$ cat config.mk
export PLATFORM = sky130hd
export DESIGN_NAME = packet_crc32_check_core
export DESIGN_NICKNAME = d
export VERILOG_FILES = /design/src/hw/rtl/pcrc_pkg.sv /design/src/hw/rtl/pcrc_fold.sv /design/src/hw/rtl/packet_crc32_check_core.sv
export SDC_FILE = /design/constraint.sdc
export NUM_CORES = 1
export LEC_CHECK = 0
export ABC_AREA = 0
export BUFFER_PORTS_ARGS = -buffer_cell sky130_fd_sc_hd__buf_4
export CAP_MARGIN = 10
export CORE_ASPECT_RATIO = 0.7
export CORE_MARGIN = 1.5
export CORE_UTILIZATION = 55
export DETAILED_ROUTE_END_ITERATION = 10
export PLACE_DENSITY = 0.83
export SYNTH_ARGS = -nofsm -noshare
export SYNTH_HDL_FRONTEND = slang
export SYNTH_SLANG_ARGS = --single-unit
$ cat constraint.sdc
create_clock -name clk -period 5.05 [get_ports clk]
set_input_delay 1.01 -clock clk [delete_from_list [all_inputs] [get_ports clk]]
set_output_delay 1.01 -clock clk [all_outputs]
set_load 0.005 [all_outputs]
$ cat src/hw/rtl/pcrc_pkg.sv
// Shared constants for the packet CRC-32 check core.
`timescale 1ns / 1ps

package pcrc_pkg;

    localparam int unsigned MAX_PACKET_BYTES = 2048;

    // Byte position saturates at twice the packet limit minus one.
    localparam int unsigned POS_W   = $clog2(2 * MAX_PACKET_BYTES);
    localparam logic [POS_W-1:0] POS_TOP = POS_W'(2 * MAX_PACKET_BYTES - 1);

    localparam int unsigned OFFSET_W = 11;
    localparam logic [OFFSET_W-1:0] OFFSET_RESET = OFFSET_W'(8);

    // Window compare width: holds the position and offset + 4.
    localparam int unsigned CMP_W = (POS_W > OFFSET_W + 1) ? POS_W : OFFSET_W + 1;

    localparam int unsigned CRC_W = 32;
    localparam logic [CRC_W-1:0] CRC_POLY   = 32'hEDB8_8320;
    localparam logic [CRC_W-1:0] CRC_PRESET = 32'hFFFF_FFFF;

endpackage

$ cat src/hw/rtl/pcrc_fold.sv
// Reflected CRC-32 update over one byte, LSB first.
`timescale 1ns / 1ps

module pcrc_fold
(
    input  logic [pcrc_pkg::CRC_W-1:0] crc_in,
    input  logic [7:0]                 byte_in,
    output logic [pcrc_pkg::CRC_W-1:0] crc_out
);

    always_comb
    begin
        logic [pcrc_pkg::CRC_W-1:0] r;
        r = crc_in ^ {{(pcrc_pkg::CRC_W-8){1'b0}}, byte_in};
        for (int k = 0; k < 8; k++)
        begin
            if (r[0])
            begin
                r = (r >> 1) ^ pcrc_pkg::CRC_POLY;
            end
            else
            begin
                r = r >> 1;
            end
        end
        crc_out = r;
    end

endmodule

$ cat src/hw/rtl/packet_crc32_check_core.sv
// Top level: streaming CRC-32 over packet beats with stored-checksum compare.
`timescale 1ns / 1ps
// Result: a last beat's CRC and match flag are registered into the output register when the beat is accepted.
// Throughput: one input beat per cycle while in_stall is low; the byte-wide CRC fold is the combinational path.
// in_stall rises only while a result is held in the output register and out_stall is high.
// Reset (rst_n low, asynchronous): packet-start state, checksum_offset = 8, output empty.

module packet_crc32_check_core
(
    input  logic                          clk,
    input  logic                          rst_n,
    // configuration: checksum_offset
    input  logic                          cfg_we,
    input  logic [pcrc_pkg::OFFSET_W-1:0] cfg_wdata,
    // input beats
    input  logic                          in_valid,
    output logic                          in_stall,
    input  logic [7:0]                    data_byte,
    input  logic                          last_byte,
    // result beats
    output logic                          out_valid,
    input  logic                          out_stall,
    output logic [pcrc_pkg::CRC_W-1:0]    crc_value,
    output logic                          checksum_match
);

    logic [pcrc_pkg::OFFSET_W-1:0] offset_reg;

    // Per-packet running state.
    logic [pcrc_pkg::CRC_W-1:0]    crc_reg,    crc_next;
    logic [pcrc_pkg::POS_W-1:0]    pos_reg,    pos_next;
    logic [pcrc_pkg::CRC_W-1:0]    stored_reg, stored_next;

    // Output register.
    logic                          out_valid_reg, out_valid_next;
    logic [pcrc_pkg::CRC_W-1:0]    crc_value_reg, crc_value_next;
    logic                          match_reg,     match_next;

    logic                          accept;
    logic                          in_window;
    logic [pcrc_pkg::CMP_W-1:0]    pos_ext;
    logic [pcrc_pkg::CMP_W-1:0]    off_ext;
    logic [1:0]                    pos_rel;
    logic [7:0]                    feed;
    logic [pcrc_pkg::CRC_W-1:0]    crc_fold;
    logic [pcrc_pkg::CRC_W-1:0]    crc_final;

    // Output slot frees up when empty or taken this cycle.
    assign in_stall = out_valid_reg & out_stall;
    assign accept   = in_valid & ~in_stall;

    // Checksum window: offset <= pos < offset + 4.
    assign pos_ext   = pcrc_pkg::CMP_W'(pos_reg);
    assign off_ext   = pcrc_pkg::CMP_W'(offset_reg);
    assign pos_rel   = pos_reg[1:0] - offset_reg[1:0];
    assign in_window = (pos_ext >= off_ext) &&
                       (pos_ext < off_ext + pcrc_pkg::CMP_W'(4));

    // Checksum bytes fold in as zero.
    assign feed = in_window ? 8'h00 : data_byte;

    pcrc_fold u_fold
    (
        .crc_in  (crc_reg),
        .byte_in (feed),
        .crc_out (crc_fold)
    );

    assign crc_final = ~crc_fold;

    always_comb
    begin
        crc_next       = crc_reg;
        pos_next       = pos_reg;
        stored_next    = stored_reg;
        out_valid_next = out_valid_reg & out_stall;
        crc_value_next = crc_value_reg;
        match_next     = match_reg;

        if (accept)
        begin
            // Little-endian capture of the stored checksum.
            if (in_window)
            begin
                case (pos_rel)
                    2'd0:    stored_next[7:0]   = data_byte;
                    2'd1:    stored_next[15:8]  = data_byte;
                    2'd2:    stored_next[23:16] = data_byte;
                    default: stored_next[31:24] = data_byte;
                endcase
            end

            if (last_byte)
            begin
                out_valid_next = 1'b1;
                crc_value_next = crc_final;
                match_next     = (crc_final == stored_next);
                // back to packet start
                crc_next       = pcrc_pkg::CRC_PRESET;
                pos_next       = '0;
                stored_next    = '0;
            end
            else
            begin
                crc_next = crc_fold;
                if (pos_reg != pcrc_pkg::POS_TOP)
                begin
                    pos_next = pos_reg + pcrc_pkg::POS_W'(1);
                end
            end
        end
    end

    always_ff @(posedge clk or negedge rst_n)
    begin
        if (!rst_n)
        begin
            offset_reg    <= pcrc_pkg::OFFSET_RESET;
            crc_reg       <= pcrc_pkg::CRC_PRESET;
            pos_reg       <= '0;
            stored_reg    <= '0;
            out_valid_reg <= 1'b0;
        end
        else
        begin
            if (cfg_we)
            begin
                offset_reg <= cfg_wdata;
            end
            crc_reg       <= crc_next;
            pos_reg       <= pos_next;
            stored_reg    <= stored_next;
            out_valid_reg <= out_valid_next;
        end
    end

    // Result payload, no reset needed.
    always_ff @(posedge clk)
    begin
        crc_value_reg <= crc_value_next;
        match_reg     <= match_next;
    end

    assign out_valid      = out_valid_reg;
    assign crc_value      = crc_value_reg;
    assign checksum_match = match_reg;

endmodule

==> results.cfg <==
[sta]
whs_ns = 0.504
setup_tns_ns = 0
setup_viol = 0
min_period_over_period_pct = 91.6
tightestPinTransition_ns = 0.980
slew_headroom_pct = 34.6
drv_slew = 0
hold_violations = 0
clock.fmax_ghz = 0.216
skew_ns = 0.00750
rsz0062_at_grt = false
period_needed_ns = 4.63

[logic_synthesis]
synth-seq-area-share_pct = 41.2
synth_edf_count = 33
yosys.area.top_type = dfrtp_1
synth_top_area_share_pct = 17.5
synth_area_leaders = dfrtp_1 18%, edfxtp_1 13%, dfstp_2 11%
syn_nets = 829
avgSynthCellArea_um2 = 10.1
synthArstFlopShare_pct = 72.7
synth_area_mm2 = 0.00785
ys_ff_latch = 121
ys.warnings.count = 0
synthDistinctLibCells = 78
synthesis.instances = 780
ys.flop_type = dfrtp_1

[detailed_routing]
viasPerCell = 6.23
wl_per_cell_um = 20.9
drc_errors = 0
drt.antenna.violating_nets = 0
vias = 6444
drt_iter0_drc = 798
drt_wl_total_um = 21600
first_pass_iters = 5

[setup_path]
cp_max_fo = 14
worstReg2RegStart = offset_reg[4]$_DFFE_PN0P_
crit_end = checksum_match$_DFFE_PP_
worst-r2r-setup-slack_ns = 0.42
cp.required_ns = 5.31
crit_start = offset_reg[4]$_DFFE_PN0P_
cp-start-kind = flop
path_class = flop to flop
arrival_ns = 4.88
cp-end-kind = flop
worst-r2r-cell-count = 17
rr_endpoint = checksum_match$_DFFE_PP_

[final_layout]
final_cell_mix = 80 x nor2_1, 70 x xnor2_1, 69 x buf_4
fill_cells = 1088
final_common_cell = nor2_1
final_nets = 880
final_cells = 1034
area_delta_synth_final_pct = 15.6
drive_above_1_share_pct = 20.0
antennaDiodeCount = 0

[pwr]
p_sw_share_pct = 41.2
p_seq_share_pct = 26.4
peakVddDrop_v = 0.000334
leakagePower_nw = 3.80
p_per_area_mw_per_mm2 = 682
pwr-share-comb_pct = 52.2
clock_power_share_pct = 21.5
internal_power_w = 0.00364
p_switching_w = 0.00255

[placement]
hpwl_um = 15100
place_congestion = 0.950
io_buffers = 59
place_inst = 1002

[cts]
cts_made_buffers = 17
cts_tree = done
cts_max_level = 4
clk_path_buf_depth = 2
cts.sinks = 121
clk_latency_ns = 0.43
root_buffer = clkbuf_16
path_clk_slew_ns = 0.06

[floorplan]
core_area_mm2 = 0.0139
die_h_um = 103
die_w_um = 146
die_area_mm2 = 0.0150
initial_core_util_pct = 56.4
std_cell_rows = 36
ios = 60

[run]
cap_viol_max_count = 0

[global_route]
grt_max_degree = 54
grt_usage_pct = 30.4
grt-ovfl-total = 0
grt_pass1_vias = 6074
antenna_found_initial = 0
grt_pass1_wl_um = 34000

[worst_hold_path]
worstHoldPathType = flop to flop

[status]
outcome = completed
-- power groups by stage --
stage,combinational (W),sequential [W],clock [W]
global route,0.00341,0.00165,0.00138
CTS,0.00312,0.00162,0.00133
finish,0.00323,0.00163,0.00133
global placement,0.00300,0.00163,0
detailed placement,0.00305,0.00163,0
floorplan,0.00222,0.00155,0
-- metrics by stage --
stage | area (um^2) | worst slack, ns | power [W] | util (%)
global route | 9070 | 0.0180 | 0.00644 | 65.2
finish | 9070 | 0.425 | 0.00618 | 65.2
global placement | 8430 | 0.503 | 0.00463 | 60.6
floorplan | 7850 | 1.02 | 0.00378 | -
CTS | 9070 | 0.357 | 0.00607 | 65.1
detailed placement | 8430 | 0.384 | 0.00469 | 60.6
-- Yosys cell counts, types with 3 or more instances --
cell / n
a211oi_1: 4
a211oi_4: 3
a21boi_0: 6
a21o_1: 5
a21oi_1: 55
a221oi_1: 3
a22o_1: 30
a22oi_1: 4
and2_1: 11
and3_1: 10
buf_2: 10
buf_6: 3
clkbuf_1: 22
dfrtp_1: 55
dfstp_2: 33
edfxtp_1: 33
ha_1: 23
inv_1: 23
mux2_2: 3
mux2i_1: 11
nand2_1: 44
nand3_1: 32
nand3b_1: 3
nand4_1: 6
nor2_1: 81
nor2b_1: 10
nor3_1: 8
nor4_1: 6
o2111ai_1: 5
o21a_1: 4
o21ai_0: 37
o21ai_1: 5
or2_2: 3
or3_1: 4
xnor2_1: 70
xnor3_1: 7
xor2_1: 54
-- layout make-up --
| type | count | area [um^2] | area share, % |
|---|---|---|---|
| clock buffer | 17 | 425 | 4.69 |
| clock inverter | 15 | 213 | 2.34 |
| inverter | 24 | 90.1 | 0.993 |
| multi-input combinational | 598 | 4360 | 48.0 |
| sequential | 121 | 3230 | 35.6 |
| tap | 190 | 238 | 2.62 |
| timing repair buffer | 69 | 518 | 5.71 |
-- critical path: stages, from the launching register on --
cell       delay, ns
dfrtp_1         0.40
inv_1           0.10
nor3_1          0.26
and3_1          0.21
and3_1          0.20
nand3_1         0.09
ha_1            0.30
and3_1          0.23
nand2_1         0.11
o21a_1          0.29
o211ai_2        0.14
buf_4           0.28
nand2_1         0.10
xnor2_1         0.47
xnor3_1         0.42
a2111oi_0       0.33
nand4_1         0.23
nor4_2          0.27
-- how the worst min path moves through the flow --
stage                                    start  cells past startpoint                          to  slack (ns)
floorplan            stored_reg[0]$_DFFE_PN0P_                      1   stored_reg[0]$_DFFE_PN0P_        0.46
global placement    stored_reg[23]$_DFFE_PN0P_                      1  stored_reg[23]$_DFFE_PN0P_        0.49
detailed placement  stored_reg[14]$_DFFE_PN0P_                      1  stored_reg[14]$_DFFE_PN0P_        0.49
CTS                 stored_reg[14]$_DFFE_PN0P_                      1  stored_reg[14]$_DFFE_PN0P_        0.50
global route        stored_reg[19]$_DFFE_PN0P_                      1  stored_reg[19]$_DFFE_PN0P_        0.51
finish              stored_reg[14]$_DFFE_PN0P_                      1  stored_reg[14]$_DFFE_PN0P_        0.50
-- metal layers --
metal | vias to the layer above | wire, um | GRT usage (%)
met5 | - | 0 | 0
met4 | 0 | 448 | 11.1
met3 | 48 | 2380 | 7.96
met2 | 372 | 9150 | 44.4
met1 | 3134 | 9580 | 43.6
li1 | 2890 | - | -
-- timing repair --
action                     CTS  global route
hold buffers                 0             0
gates resized for setup      0             2
setup endpoints to repair    0             1
buffers inserted             0             0
-- cell families (layout without fill, tap and decap cells) --
family                   after synthesis  count (layout)  share of synthesized area, %
AO/OA/AOI/OAI                        194             194                          18.2
XOR/XNOR                             136             136                          17.1
adder cells (fa/ha/maj)               24              24                          3.92
buffers and inverters                 61             125                          3.46
flip-flops                           121             121                          41.2
multiplexers                          15              15                          1.98
AND/OR/NAND/NOR                      229             229                          14.1
Power figures use the tool's default switching activity.
